--- config.mk ---
export PLATFORM = sky130hd
export DESIGN_NAME = sliding_median_minmax_filter
export DESIGN_NICKNAME = d
export VERILOG_FILES = /design/src/sv/smmf_pkg.sv /design/src/sv/sliding_median_minmax_filter.sv /design/src/sv/smmf_cell.sv
export SDC_FILE = /design/constraint.sdc
export NUM_CORES = 1
export LEC_CHECK = 0
export BUFFER_PORTS_ARGS = -buffer_cell sky130_fd_sc_hd__buf_2
export CAP_MARGIN = 20
export CORE_AREA = 2 2 150 181
export CTS_BUF_LIST = sky130_fd_sc_hd__clkbuf_4 sky130_fd_sc_hd__clkbuf_8 sky130_fd_sc_hd__clkbuf_16
export DETAILED_ROUTE_END_ITERATION = 10
export DIE_AREA = 0 0 152 183
export HOLD_SLACK_MARGIN = 0.15
export PLACE_DENSITY = 0.67
export SYNTH_ARGS = -nofsm -noshare
export SYNTH_HDL_FRONTEND = slang
export SYNTH_SLANG_ARGS = --single-unit
--- constraint.sdc ---
create_clock -name i_clk -period 3.7 [get_ports i_clk]
set_input_delay 0.37 -clock i_clk [delete_from_list [all_inputs] [get_ports i_clk]]
set_output_delay 0.37 -clock i_clk [all_outputs]
set_load 0.01 [all_outputs]
--- src/sv/smmf_pkg.sv ---
`timescale 1ns / 1ps
// ----------------------------------------------------------------------------
// smmf_pkg: shared types and constants of the sliding median / min-max filter
// Window depth, field widths, reset extremes and the link between cells.
// ----------------------------------------------------------------------------
package smmf_pkg;

    localparam int WINDOW    = 7;
    localparam int SAMPLE_W  = 12;
    localparam int AGE_W     = (WINDOW > 1) ? $clog2(WINDOW) : 1;
    localparam int MED_IDX   = (WINDOW - 1) / 2;
    localparam int IN_TDATA_W  = ((SAMPLE_W + 7) / 8) * 8;
    localparam int OUT_TDATA_W = ((3 * SAMPLE_W + 7) / 8) * 8;

    localparam logic [SAMPLE_W-1:0] MAX_RESET = SAMPLE_W'(174);
    localparam logic [SAMPLE_W-1:0] MIN_RESET = SAMPLE_W'(1205);
    localparam logic [AGE_W-1:0]    AGE_OLDEST = AGE_W'(WINDOW - 1);

    typedef logic [SAMPLE_W-1:0] t_sample;
    typedef logic [AGE_W-1:0]    t_age;

    // What one cell shows its neighbors
    typedef struct packed {
        t_sample value;     // current sorted value
        t_age    age;       // items since this value entered
        logic    gt;        // value is greater than the incoming sample
        logic    old_incl;  // oldest entry sits in this cell or below
    } t_link;

    typedef enum logic [1:0] {
        SEL_OWN,
        SEL_LO,
        SEL_HI,
        SEL_NEW
    } t_sel;

endpackage

--- src/sv/sliding_median_minmax_filter.sv ---
`timescale 1ns / 1ps
// ----------------------------------------------------------------------------
// sliding_median_minmax_filter: 7-sample running median with running extremes
// Sorted cell chain for the median, two compare registers for max and min.
// ----------------------------------------------------------------------------
// One item in, one result out. Each accepted sample enters a chain of WINDOW
// cells that keep the window sorted, each cell tagged with its age; the
// oldest sample drops out and the new one lands in its sorted place in the
// same cycle, so the block takes one item per clock unless the output stalls.
// The median is read from the middle cell (lower middle for an even window).
// The running maximum starts at 174 and the running minimum at 1205; each
// moves only on a strictly larger or smaller sample, independently. The
// window starts as all zeros, so early medians count those zeros. A result
// sits in an output register; a new item is accepted whenever that register
// is empty or is being taken, so a full stall holds the input.
// ----------------------------------------------------------------------------
module sliding_median_minmax_filter (
    input  logic i_clk,
    input  logic i_rst_n,
    // input item: [11:0] sample, [15:12] zero
    input  logic                                 s_axis_tvalid,
    output logic                                 s_axis_tready,
    input  logic [smmf_pkg::IN_TDATA_W-1:0]      s_axis_tdata,
    // result item: [11:0] median, [23:12] running_max, [35:24] running_min,
    // [39:36] zero
    output logic                                 m_axis_tvalid,
    input  logic                                 m_axis_tready,
    output logic [smmf_pkg::OUT_TDATA_W-1:0]     m_axis_tdata
);
    import smmf_pkg::*;

    t_sample w_sample;
    logic    w_accept;
    t_link   w_link [WINDOW];
    t_sample w_next [WINDOW];
    t_link   w_lo_edge, w_hi_edge;

    t_sample r_max, n_max;
    t_sample r_min, n_min;
    t_sample r_median;
    logic    r_valid;

    assign w_sample      = s_axis_tdata[SAMPLE_W-1:0];
    assign s_axis_tready = !r_valid || m_axis_tready;
    assign w_accept      = s_axis_tvalid && s_axis_tready;

    // chain ends: nothing older below the first cell, everything above the last
    assign w_lo_edge = '{value: '0, age: '0, gt: 1'b0, old_incl: 1'b0};
    assign w_hi_edge = '{value: '0, age: '0, gt: 1'b1, old_incl: 1'b0};

    for (genvar g = 0; g < WINDOW; g++) begin : g_cell
        smmf_cell u_cell (
            .i_clk        (i_clk),
            .i_rst_n      (i_rst_n),
            .i_load       (w_accept),
            .i_sample     (w_sample),
            .i_init_age   (t_age'(g)),
            .i_from_lo    ((g == 0) ? w_lo_edge : w_link[(g == 0) ? 0 : g - 1]),
            .i_from_hi    ((g == WINDOW - 1) ? w_hi_edge
                                             : w_link[(g == WINDOW - 1) ? g : g + 1]),
            .o_link       (w_link[g]),
            .o_next_value (w_next[g])
        );
    end

    // extremes move independently, strict compare each
    assign n_max = (w_sample > r_max) ? w_sample : r_max;
    assign n_min = (w_sample < r_min) ? w_sample : r_min;

    always_ff @(posedge i_clk) begin
        if (!i_rst_n) begin
            r_max   <= MAX_RESET;
            r_min   <= MIN_RESET;
            r_valid <= 1'b0;
        end else begin
            if (w_accept) begin
                r_max <= n_max;
                r_min <= n_min;
            end
            // hold the result until taken, refill on the same edge
            if (w_accept)          r_valid <= 1'b1;
            else if (m_axis_tready) r_valid <= 1'b0;
        end
    end

    always_ff @(posedge i_clk) begin
        if (w_accept) begin
            r_median <= w_next[MED_IDX];
        end
    end

    assign m_axis_tvalid = r_valid;
    assign m_axis_tdata  = OUT_TDATA_W'({r_min, r_max, r_median});

    // ------------------------------------------------------------------
    // Assertions
    // ------------------------------------------------------------------
    logic [WINDOW-1:0] w_oldest_vec;
    logic              w_sorted;

    always_comb begin
        w_sorted = 1'b1;
        for (int k = 0; k < WINDOW; k++) begin
            w_oldest_vec[k] = (w_link[k].age == AGE_OLDEST);
        end
        for (int k = 0; k < WINDOW - 1; k++) begin
            if (w_link[k].value > w_link[k + 1].value) w_sorted = 1'b0;
        end
    end

    a_one_oldest: assert property (@(posedge i_clk) disable iff (!i_rst_n)
        $onehot(w_oldest_vec))
        else $error("window does not hold exactly one oldest entry");

    a_sorted: assert property (@(posedge i_clk) disable iff (!i_rst_n)
        w_sorted)
        else $error("cell chain is not sorted");

    a_max_rises: assert property (@(posedge i_clk) disable iff (!i_rst_n)
        w_accept |=> (r_max >= $past(r_max)) && (r_min <= $past(r_min)))
        else $error("running extreme moved the wrong way");

    a_result_follows: assert property (@(posedge i_clk) disable iff (!i_rst_n)
        w_accept |=> r_valid && (r_median == $past(w_next[MED_IDX])))
        else $error("accepted item produced no matching result");

endmodule

--- src/sv/smmf_cell.sv ---
`timescale 1ns / 1ps
// ----------------------------------------------------------------------------
// smmf_cell: one slot of the sorted window
// Holds one value and its age; on each item keeps, shifts from a neighbor,
// or takes the new sample so the chain stays sorted without the oldest entry.
// ----------------------------------------------------------------------------
module smmf_cell (
    input  logic             i_clk,
    input  logic             i_rst_n,
    input  logic             i_load,
    input  smmf_pkg::t_sample i_sample,
    input  smmf_pkg::t_age   i_init_age,
    input  smmf_pkg::t_link  i_from_lo,
    input  smmf_pkg::t_link  i_from_hi,
    output smmf_pkg::t_link  o_link,
    output smmf_pkg::t_sample o_next_value
);
    import smmf_pkg::*;

    t_sample r_value, n_value;
    t_age    r_age, n_age;
    logic    w_gt, w_oldest;
    t_sel    w_sel;

    assign w_gt     = r_value > i_sample;
    assign w_oldest = (r_age == AGE_OLDEST);

    always_comb begin
        if (i_from_lo.old_incl) begin
            // oldest entry below: everything above it slides down
            if (!i_from_hi.gt)      w_sel = SEL_HI;
            else if (w_gt)          w_sel = SEL_OWN;
            else                    w_sel = SEL_NEW;
        end else if (w_oldest) begin
            if (!i_from_hi.gt)      w_sel = SEL_HI;
            else if (i_from_lo.gt)  w_sel = SEL_LO;
            else                    w_sel = SEL_NEW;
        end else begin
            // oldest entry above: everything below it slides up
            if (!w_gt)              w_sel = SEL_OWN;
            else if (i_from_lo.gt)  w_sel = SEL_LO;
            else                    w_sel = SEL_NEW;
        end
    end

    always_comb begin
        unique case (w_sel)
            SEL_OWN: begin
                n_value = r_value;
                n_age   = r_age + t_age'(1);
            end
            SEL_LO: begin
                n_value = i_from_lo.value;
                n_age   = i_from_lo.age + t_age'(1);
            end
            SEL_HI: begin
                n_value = i_from_hi.value;
                n_age   = i_from_hi.age + t_age'(1);
            end
            default: begin
                n_value = i_sample;
                n_age   = '0;
            end
        endcase
    end

    always_ff @(posedge i_clk) begin
        if (!i_rst_n) begin
            r_value <= '0;
            r_age   <= i_init_age;
        end else if (i_load) begin
            r_value <= n_value;
            r_age   <= n_age;
        end
    end

    assign o_link.value    = r_value;
    assign o_link.age      = r_age;
    assign o_link.gt       = w_gt;
    assign o_link.old_incl = i_from_lo.old_incl | w_oldest;
    assign o_next_value    = n_value;

endmodule
# Yosys cells after proc, flatten, opt, wreduce, memory -nomap -nowiden
# Index checks and enable logic that the tools add are counted.
[word_totals] output_inout_bits=42 regBits=142 input_bits=20
[op_classes] eq_ne=21 mux=59 n_reduce_logical=19 magnitude_cmp=9 n_addsub=7 bitwise_logic=11
[op_table] op="12-bit one-hot mux with 3 select lines" count=7
[op_table] op="12-bit greater-than comparator" count=8
[op_table] op="2-bit two-way mux" count=42
[op_table] op="3-bit one-hot mux with 3 select lines" count=7
[op_table] op="3-bit by 1-bit adder with 3-bit output, second input constant" count=7
[op_table] op="3-bit == test, second input constant" count=7
[op_table] op="2-bit AND reduction" count=8
[op_table] op="2-bit by 1-bit == test with 1-bit output, second input constant" count=7
[op_table] op="2-bit == test, second input constant" count=7
[op_table] op="2-bit logical NOT" count=7
[op_table] op="12-bit less-than comparator" count=1
[op_table] op="1-bit NOT" count=6
[op_table] op="1-bit OR" count=5
[op_table] op="1-bit two-way mux" count=3
[op_table] op="2-bit nonzero test" count=1
[op_table] op="1-bit logical AND" count=1
[op_table] op="1-bit logical NOT" count=1
[op_table] op="1-bit logical OR" count=1

# Longest topological paths before layout
# Gate-level depths: netlist of run 1.
[logic_depth] depth_word=10 depth_mapped=16

# Hierarchy
# From an unflattened synthesis of run 1, not the netlist that was laid out.
[hier_totals] cells_unflattened=1264 area_unflattened_um2=11792.6
[by_module_without_submodules] mod="smmf_cell at g_cell[0].u_cell ..." area_per_inst_um2=1391.3 n_inst=6 cells_each=150
[by_module_without_submodules] mod="sliding_median_minmax_filter" area_per_inst_um2=2064.5 n_inst=1 cells_each=214
[by_module_without_submodules] mod="smmf_cell at g_cell[6].u_cell" area_per_inst_um2=1380.1 n_inst=1 cells_each=150

# Worst setup path after synthesis of run 1
# OpenSTA, ideal clock, no wires.
[synth_path] path_type="input to register" startpoint="in s_axis_tdata[1] (netlist bit)" endpoint="reg g_cell[4].u_cell.r_value[10]" n_path_buf=2 cell_stages=16 setup_time_ns=0.076 arrival_time_ns=3.310 slack_ns=0.314 cell_sequence="inv_1 ha_1 nor2b_1 o21a_1 o21a_1 o21ai_0 a31oi_1 or2_2 a22oi_1 o22ai_1 ha_1 nand2b_1 clkbuf_1 clkbuf_1 a211o_1 a21boi_0"
[synth_between] elab_chain_len=8
[synth_rtl] item="from (decl)" line_no="sliding_median_minmax_filter.sv:23" rtl="input logic [smmf_pkg::IN_TDATA_W-1:0] s_axis_tdata,"
[synth_rtl] item="12-bit greater-than comparator" line_no="smmf_cell.sv:25" rtl="assign w_gt = r_value > i_sample;"
[synth_rtl] item="2-bit two-way mux" line_no="smmf_cell.sv:36, smmf_cell.sv:41"
[synth_rtl] item="2-bit two-way mux, on equally long branches" line_no="smmf_cell.sv:40, smmf_cell.sv:35"
[synth_rtl] item="2-bit two-way mux" line_no="smmf_cell.sv:34" rtl="end else if (w_oldest) begin"
[synth_rtl] item="2-bit two-way mux (*)" line_no="smmf_cell.sv:29" rtl="if (i_from_lo.old_incl) begin"
[synth_rtl] item="parallel branches: the longest is 3 deep, another holds 12-bit one-hot mux with 3 select lines"
[synth_rtl] item="to (signal assigned)" line_no="smmf_cell.sv:72" rtl="r_value <= n_value;"
[synth_rtl] item="to (decl)" line_no="smmf_cell.sv:20" rtl="t_sample r_value, n_value;"
# Every way passes the cells marked *.
# A chain may end at the register's enable or synchronous reset.

# Final worst setup path of run 1
[layout_path] startpoint="reg g_cell[5].u_cell.r_value[5]" endpoint="reg g_cell[4].u_cell.r_value[2]"
[layout_between] elab_chain_len=7
[layout_rtl] item="from (decl)" line_no="smmf_cell.sv:20"
[layout_rtl] item="from (signal assigned)" line_no="smmf_cell.sv:72"
[layout_rtl] item="12-bit greater-than comparator (*)" line_no="smmf_cell.sv:25"
[layout_rtl] item="2-bit two-way mux" line_no="smmf_cell.sv:35" rtl="if (!i_from_hi.gt) w_sel = SEL_HI;"
[layout_rtl] item="2-bit two-way mux" line_no="smmf_cell.sv:34"
[layout_rtl] item="2-bit two-way mux (*)" line_no="smmf_cell.sv:29"
[layout_rtl] item="parallel branches: the longest is 3 deep, another holds 12-bit one-hot mux with 3 select lines"
# Marks and branches as above.

==> impl_metrics.csv, run 1 <==
group,metric,value,unit
yosys,syn_area,10300,sq um
die,die-area,27800,sq um
flow_run,maxCapViolations,0,
critical_path,r2r_cells,14,
yosys,netlist.area_leader.share,25.2,%
cts,tritoncts,"built",
sta,hold_ws,0.192,ns
yosys,yosys-top-cells-count,"nand2_1 (145), ha_1 (141), dfxtp_1 (130), a21oi_1 (72), inv_1 (63)",
sta,relSlewSlack,40.8,%
yosys,post-synth-top-area-cell,"dfxtp_1",
cts,cts_max_path_buffers,2,
yosys,synth.most_common_cell,"nand2_1",
critical_path,end_kind,"register",
die,io_pins,62,
critical_path,cp_top_family,"compound AO/OA/AOI/OAI gates",
layout,nets,1434,
layout,n_antenna_cell,0,
yosys,synthArstFlopShare,0,%
yosys,synth_cell_type_count,65,
yosys,synth_mux_area_share,3.40,%
outcome,outcome,"complete, no violations",
critical_path,worstSetupPathType,"register to register",
sta,slew_viol_final,0,
routing,vias,9580,
grt,grt_max_degree,67,
placed_design,gp_congestion,0.945,
die,initial_utilization,39.5,%
critical_path,crit_slowest_cell,"dfxtp_1",
hold_path,hold_path_depth,3,
cts,clk_pin_slew_worst_paths,0.07,ns
grt,grt-ovfl-total,0,
yosys,yosysWarnings,0,
routing,drtIter0Drc,688,
critical_path,critPathLaunchType,"register",
yosys,ys_ff_latch,142,
yosys,synth_top_flop_cell,"dfxtp_1",
cts,cts_hold_buf,0,
sta,hold_viol,0,
critical_path,required,4.05,ns
cts,clk_latency,0.44,ns
hold_path,hp-class,"input pin to register",
grt,grt_pass1_wl,47.7,mm
cts,clock-sinks,142,
layout,drive_gt1_share,15.3,%
yosys,ys_seq_area_share,28.7,%
grt,antenna_found_initial,0,
power,ir_worst_vdd,0.000460,V
cts,cts_setup_buffers,0,
placed_design,port_buffers,53,
die,dieWidth,152,um
critical_path,cp.depth,14,
layout,area_growth,17.6,%
cts,cts-htree-levels,4,
die,core_area,26100,sq um
routing,viasPerCell,5.91,
cts,cts_resized,0,
sta,period_share,90.5,%
sta,setup_viol,0,
placed_design,dp_hpwl,22.7,mm
critical_path,cp_max_fo,24,
layout,stdcell_count,1621,
sta,fmax,0.299,GHz
yosys,synthAdderAreaFrac,17.1,%
routing,first_pass_iters,6,
yosys,synth_top_family_by_area,"compound AO/OA/AOI/OAI gates",
power,powerDensity,559,nW/um^2
sta,worst_slew_pin_slew,0.886,ns
cts,cts_made_buffers,17,
routing,routed_wl,30.4,mm
critical_path,worstPathArrival,3.70,ns
routing,wl_per_cell,18.8,um
placed_design,placed_cells,1589,
grt,globalRouteTotalUtil,21.4,%
sta,finClkSkew,0.00961,ns
yosys,synthCells,1190,
sta,rsz0062_at_grt,"no",
routing,ant_nets,0,
yosys,synth_compound_area_share,31.0,%
yosys,yosys.area_share.xor_xnor,0.679,%
yosys,synthSimpleGateAreaFrac,13.5,%
layout,fillers,2465,
yosys,synth_edf_count,12,
power,leakage,5.38,nW
critical_path,critical-path-max-stage-delay,0.39,ns
cts,clock-root-buffer,"clkbuf_16",
routing,drc,0,
yosys,yosys-top-cells-area,"dfxtp_1 (25%), ha_1 (17%), nand2_1 (5.3%)",
die,fp.dieH,183,um
critical_path,critPathBufInv,1,
die,std_cell_rows,65,
grt,grt_pass1_vias,9058,
sta,layout_min_cycle_time,3.35,ns
critical_path,cp_cell_sequence,"ha_1 > a21o_1 > a21o_1 > a21oi_1 > or2_2 > a31oi_1 > or2_2 > a22oi_1 > o22ai_1 > ha_1 > nand2b_1 > buf_12 > a211o_1 > a21boi_0",
yosys,avgSynthCellArea,8.67,sq um
-- final timing paths --
path	startpoint	to	slack (ns)
max	g_cell[5].u_cell.r_value[5]	g_cell[4].u_cell.r_value[2]	0.35
min reg2reg	r_min[8]	r_min[8]	0.47
max reg2reg	g_cell[5].u_cell.r_value[5]	g_cell[4].u_cell.r_value[2]	0.35
min	s_axis_tvalid	m_axis_tvalid	0.19
-- report_power, final --
part           internal [mW]  switching, mW
sequential              1.78          0.238
combinational           1.26           1.72
clock                   1.04          0.743
total                   4.08           2.70
-- placed cells by master (no fill, tap or decap), drive strengths merged, types with 2 or more instances in the layout --
cell type,count
a211o,53
a21boi,50
a21o,35
a21oi,76
a221oi,54
a222oi,10
a22oi,4
a2bb2oi,2
a31o,2
a31oi,19
and2,9
buf,136
clkbuf,20
clkinv,8
conb,4
dfxtp,130
edfxtp,12
ha,141
inv,67
mux2i,35
nand2,147
nand2b,10
nand3,30
nand4,23
nor2,13
nor2b,28
nor3,15
nor3b,4
nor4,2
o211a,14
o211ai,24
o21a,13
o21ai,60
o22a,2
o22ai,2
o311ai,7
o32ai,2
or2,6
xor2,7
-- final cells by class --
cell class	count	area (sq um)	area share (%)
clock buffers	20	489	4.03
clock inverters	12	123	1.01
inverters	64	240	1.98
multi-input cells	912	6790	55.9
flip-flops and latches	142	2960	24.4
well taps	335	419	3.45
repair buffers	136	1120	9.20
-- cell families (layout without fill, tap and decap cells) --
group,Yosys count,after routing
mux,35,35
flops,142,142
other cells,1,4
fa+ha+maj,141,141
simple gates,289,289
xor+xnor,8,8
compound gates,435,435
buf+inv,139,232
-- per-stage QoR --
step / worst slack, ns / power (mW) / setup TNS [ns] / utilization [%] / cell area [sq um]
CTS: 0.320 / 6.78 / 0 / 46.5 / 12100
floorplan: 0.314 / 3.99 / 0 / - / 10300
global placement: 0.0500 / 4.91 / 0 / 44.1 / 11500
detailed placement: -0.0215 / 4.99 / -0.0785 / 44.1 / 11500
finish: 0.351 / 6.79 / 0 / 46.5 / 12100
global route: 0.0648 / 7.21 / 0 / 46.5 / 12100
-- worst min-delay path, delay by kind of cell --
kind                   cells  cell delay, ns
AO/OA/AOI/OAI              1            0.06
buffers and inverters      2            0.14
-- flip-flops by register name, indices dropped and copies added (netlist names) --
signal,flops
r_max,12
r_median,12
g_cell.u_cell.r_age,21
g_cell.u_cell.r_value,84
r_min,12
m_axis_tvalid,1
-- per-layer routing --
| layer | share of wire [%] | track usage, % | up-vias |
|---|---|---|---|
| met2 | 49 | 38.0 | 233 |
| met1 | 43 | 25.4 | 4652 |
| met3 | 4.2 | 3.07 | 54 |
| li1 | - | - | 4641 |
| met4 | 4.1 | 10.4 | 0 |
| met5 | 0 | 0 | - |
No activity file was read; power rests on OpenSTA's default activity.
==> inputs of run 2 (changes only) <==
Settings changed: SLEW_MARGIN set to 20.
Clock period 3.7 ns to 3.45 ns, I/O delays scaled along.
==> impl_metrics.csv, run 2 (synthesis gave the netlist of run 1 again) <==
group,metric,value,unit
outcome,outcome,"complete, no violations",
flow_run,maxCapViolations,0,
critical_path,end_kind,"register",
die,fp.dieH,183,um
layout,n_antenna_cell,0,
sta,hold_ws,0.162,ns
cts,cts_made_buffers,17,
sta,relSlewSlack,39.6,%
cts,cts_resized,0,
grt,antenna_found_initial,0,
die,std_cell_rows,65,
routing,vias,9773,
power,ir_worst_vdd,0.000416,V
power,powerDensity,590,nW/um^2
die,initial_utilization,39.5,%
layout,area_growth,21.6,%
layout,final_util,48.1,%
cts,clock-sinks,142,
sta,setup_tns,0,ns
routing,drtIter0Drc,722,
die,die-area,27800,sq um
layout,nets,1485,
placed_design,dp_hpwl,22.9,mm
layout,drive_gt1_share,19.0,%
grt,grt_pass1_wl,48.7,mm
layout,reg_top3,"g_cell.u_cell.r_value (84), g_cell.u_cell.r_age (21)",
sta,hold_viol,0,
cts,clk_pin_slew_worst_paths,0.06,ns
sta,slew_viol_final,0,
sta,finClkSkew,0.00912,ns
routing,ant_nets,0,
placed_design,port_buffers,53,
grt,grt-ovfl-total,0,
cts,cts-htree-levels,4,
sta,fmax,0.306,GHz
cts,cts_hold_buf,0,
critical_path,cp_max_fo,12,
power,leakage,5.61,nW
sta,rsz0062_at_grt,"no",
sta,layout_min_cycle_time,3.26,ns
critical_path,crit_top_cell,"ha_1",
die,dieWidth,152,um
cts,tritoncts,"built",
layout,top_register,"g_cell.u_cell.r_value",
die,io_pins,62,
layout,final_common_cell,"nand2_1",
cts,cts_max_path_buffers,2,
critical_path,cp_cell_sequence,"ha_1 > a21oi_1 > o21ai_0 > a221oi_2 > a21oi_2 > buf_4 > a22oi_2 > o22ai_2 > ha_1 > buf_12 > a221oi_1 > a211o_1 > a21boi_0",
die,core_area,26100,sq um
routing,drc,0,
layout,final_cell_mix,"nand2_1 (145), ha_1 (140), dfxtp_1 (129)",
sta,setup_viol,0,
critical_path,worstSetupPathType,"register to register",
critical_path,critPathLaunchType,"register",
routing,first_pass_iters,5,
cts,clk_latency,0.43,ns
grt,grt_max_degree,67,
sta,period_share,94.6,%
routing,viasPerCell,5.85,
routing,wl_per_cell,18.4,um
placed_design,placed_cells,1640,
cts,cts_setup_buffers,0,
hold_path,hp-class,"input pin to register",
grt,grt_pass1_vias,9289,
critical_path,required,3.77,ns
critical_path,cp_top_family,"compound AO/OA/AOI/OAI gates",
routing,routed_wl,30.8,mm
cts,clock-root-buffer,"clkbuf_16",
layout,largest_register_ffs,84,
placed_design,gp_congestion,0.899,
critical_path,critical-path-max-stage-delay,0.47,ns
critical_path,worstPathArrival,3.58,ns
critical_path,crit_slowest_cell,"a221oi_2",
critical_path,critPathBufInv,2,
grt,globalRouteTotalUtil,21.8,%
layout,stdcell_count,1672,
sta,worst_slew_pin_slew,0.903,ns
==> run 2: cell types whose count changed in the layout (fill, tap and decap cells not counted), moves of 2 or more <==
| cell | change |
|---|---|
| buf_12 | +4 |
| buf_4 | +47 |
| clkinv_2 | +3 |
| clkinv_4 | -4 |
| clkinvlp_4 | +2 |
| inv_4 | +2 |
| inv_6 | -2 |
==> run 2: layer usage <==
layer  GRT usage, %  part of all wire (%)  routed length [um]
met5              0                     0                   0
met4           10.7                   4.0                1230
met3           2.93                   4.5                1380
met2           37.4                    49               15000
met1           26.9                    43               13200
==> run 2: report_power, final <==
part / switching, mW / internal (mW) / leakage (nW)
sequential: 0.249 / 1.91 / 1.18
clock: 0.785 / 0.991 / 0.276
combinational: 1.90 / 1.56 / 4.15
total: 2.93 / 4.47 / 5.61
==> run 2: worst paths after layout <==
check                                     end  slack (ns)                         from  cells past startpoint
setup / recovery  g_cell[4].u_cell.r_value[4]        0.19  g_cell[3].u_cell.r_value[7]                     13
hold / removal                  m_axis_tvalid        0.16                s_axis_tvalid                      3
setup reg to reg  g_cell[4].u_cell.r_value[4]        0.19  g_cell[3].u_cell.r_value[7]                     13
hold reg to reg                      r_min[1]        0.48                     r_min[1]                      2
==> run 2: final cells by class <==
type	count	area (sq um)
clock buffer	20	472
clock inverter	12	82.6
fill	2391	13600
inverter	64	240
multi-input combinational	912	6820
sequential	142	2960
tap	335	419
timing repair buffer	187	1550
==> run 2: tightest hold or removal path: cells and delay by family <==
kind                   cells  cell delay [ns]
buffers and inverters      2             0.14
AOI/OAI and AO/OA          1             0.06
==> run 2: stage by stage <==
stage / cell area [sq um] / total power, mW / worst slack (ns)
final: 12500 / 7.40 / 0.187
after floorplan: 10300 / 4.28 / 0.0894
after global placement: 12000 / 5.51 / -0.140
after CTS: 12500 / 7.39 / 0.119
after global routing: 12500 / 7.86 / 0.00643
after detailed placement: 12000 / 5.60 / -0.201
==> inputs of run 3 (changes only) <==
Clock period 3.45 ns to 3.55 ns, I/O delays scaled along.
==> impl_metrics.csv, run 3 (synthesis gave the netlist of run 1 again) <==
group,metric,value,unit
grt,grt-ovfl-total,0,
placed_design,dp_hpwl,22.8,mm
cts,clk_pin_slew_worst_paths,0.07,ns
power,leakage,5.50,nW
layout,final_cell_mix,"nand2_1 (145), ha_1 (141), dfxtp_1 (130)",
cts,cts_max_path_buffers,2,
layout,area_growth,19.7,%
cts,tritoncts,"built",
flow_run,maxCapViolations,0,
sta,slew_viol_final,0,
die,core_area,26100,sq um
placed_design,gp_congestion,0.901,
critical_path,r2r_start,"g_cell[5].u_cell.r_value[5]",
routing,vias,9675,
grt,globalRouteTotalUtil,21.8,%
cts,cts_hold_buf,0,
routing,wl_per_cell,18.5,um
critical_path,crit_start,"g_cell[5].u_cell.r_value[5]",
cts,clock-sinks,142,
grt,antenna_found_initial,0,
die,fp.dieH,183,um
sta,period_share,96.2,%
die,io_pins,62,
sta,setup_tns,0,ns
die,dieWidth,152,um
sta,fmax,0.293,GHz
sta,finClkSkew,0.00990,ns
layout,final_common_cell,"nand2_1",
routing,drtIter0Drc,707,
critical_path,end_kind,"register",
cts,cts-htree-levels,4,
layout,nets,1463,
sta,relSlewSlack,39.0,%
routing,viasPerCell,5.86,
power,ir_worst_vdd,0.000509,V
cts,clock-root-buffer,"clkbuf_16",
die,initial_utilization,39.5,%
layout,stdcell_area,12400,sq um
cts,cts_resized,0,
critical_path,worstSetupPathType,"register to register",
layout,reg_top3,"g_cell.u_cell.r_value (84), g_cell.u_cell.r_age (21)",
critical_path,critPathLaunchType,"register",
critical_path,required,3.90,ns
cts,cts_made_buffers,17,
hold_path,hold_start,"s_axis_tvalid",
power,powerDensity,577,nW/um^2
layout,final_util,47.3,%
critical_path,cp_max_fo,23,
hold_path,hp-class,"input pin to register",
grt,grt_pass1_vias,9207,
sta,layout_min_cycle_time,3.41,ns
sta,worst_slew_pin_slew,0.912,ns
grt,grt_max_degree,74,
layout,largest_register_ffs,84,
cts,clk_latency,0.44,ns
critical_path,worstPathArrival,3.77,ns
routing,routed_wl,30.4,mm
sta,hold_viol,0,
sta,setup_viol,0,
outcome,outcome,"complete, no violations",
layout,n_antenna_cell,0,
routing,first_pass_iters,6,
placed_design,port_buffers,53,
placed_design,pre_cts_slack,-0.141,ns
routing,ant_nets,0,
sta,layout_setup_ws,0.136,ns
die,die-area,27800,sq um
layout,top_register,"g_cell.u_cell.r_value",
cts,cts_setup_buffers,0,
layout,drive_gt1_share,17.3,%
routing,drc,0,
placed_design,dpl-instance-area,11800,sq um
power,p_total,7.13,mW
die,std_cell_rows,65,
grt,grt_pass1_wl,48.6,mm
run 3: cell types whose count changed in the layout (fill, tap and decap cells not counted), sizes merged:
| cell | delta |
|---|---|
| buf | -22 |
| bufinv | +1 |
| clkinv | -1 |
run 3: worst paths after layout:
path,endpoint,slack [ns],cells after the start
max,g_cell[4].u_cell.r_value[3],0.14,14
min,m_axis_tvalid,0.18,3
min reg2reg,r_min[6],0.48,2
max reg2reg,g_cell[4].u_cell.r_value[3],0.14,14
run 3: critical path: stages, from the launching register on:
cell,delay (ns)
dfxtp_1,0.41
ha_1,0.28
a21o_1,0.16
a21o_1,0.17
a21oi_1,0.23
or2_2,0.17
a31oi_2,0.13
or2_2,0.35
a22oi_1,0.21
o22ai_1,0.16
ha_1,0.23
nand2b_1,0.18
buf_12,0.20
a211o_1,0.26
a21boi_0,0.18
run 3: power by group:
group | switching [mW] | leakage (nW) | internal (mW) | total [mW]
Clock | 0.759 | 0.278 | 1.00 | 1.76
Sequential | 0.249 | 1.18 | 1.86 | 2.11
Combinational | 1.81 | 4.04 | 1.45 | 3.26
Total | 2.82 | 5.50 | 4.31 | 7.13
run 3: stage by stage:
step / hold slack (ns) / instances
final: 0.178 / 1650
after CTS: 0.164 / 1650
after floorplan: 0.456 / 1193
after global placement: 0.459 / 1618
after detailed placement: 0.472 / 1618
after global routing: 0.192 / 1650
run 3: area by class of cell:
type | count | area, sq um
fill | 2437 | 13800
multi-input combinational | 912 | 6790
sequential | 142 | 2960
timing repair buffer | 165 | 1370
clock buffer | 20 | 454
tap | 335 | 419
inverter | 64 | 240
clock inverter | 12 | 111
run 3: routing by layer:
| layer | GRT usage (%) | vias to the layer above | part of all wire (%) |
|---|---|---|---|
| li1 | - | 4706 | - |
| met1 | 26.7 | 4643 | 43 |
| met2 | 36.8 | 254 | 48 |
| met3 | 3.17 | 72 | 4.2 |
| met4 | 12.0 | 0 | 4.7 |
| met5 | 0 | - | 0 |
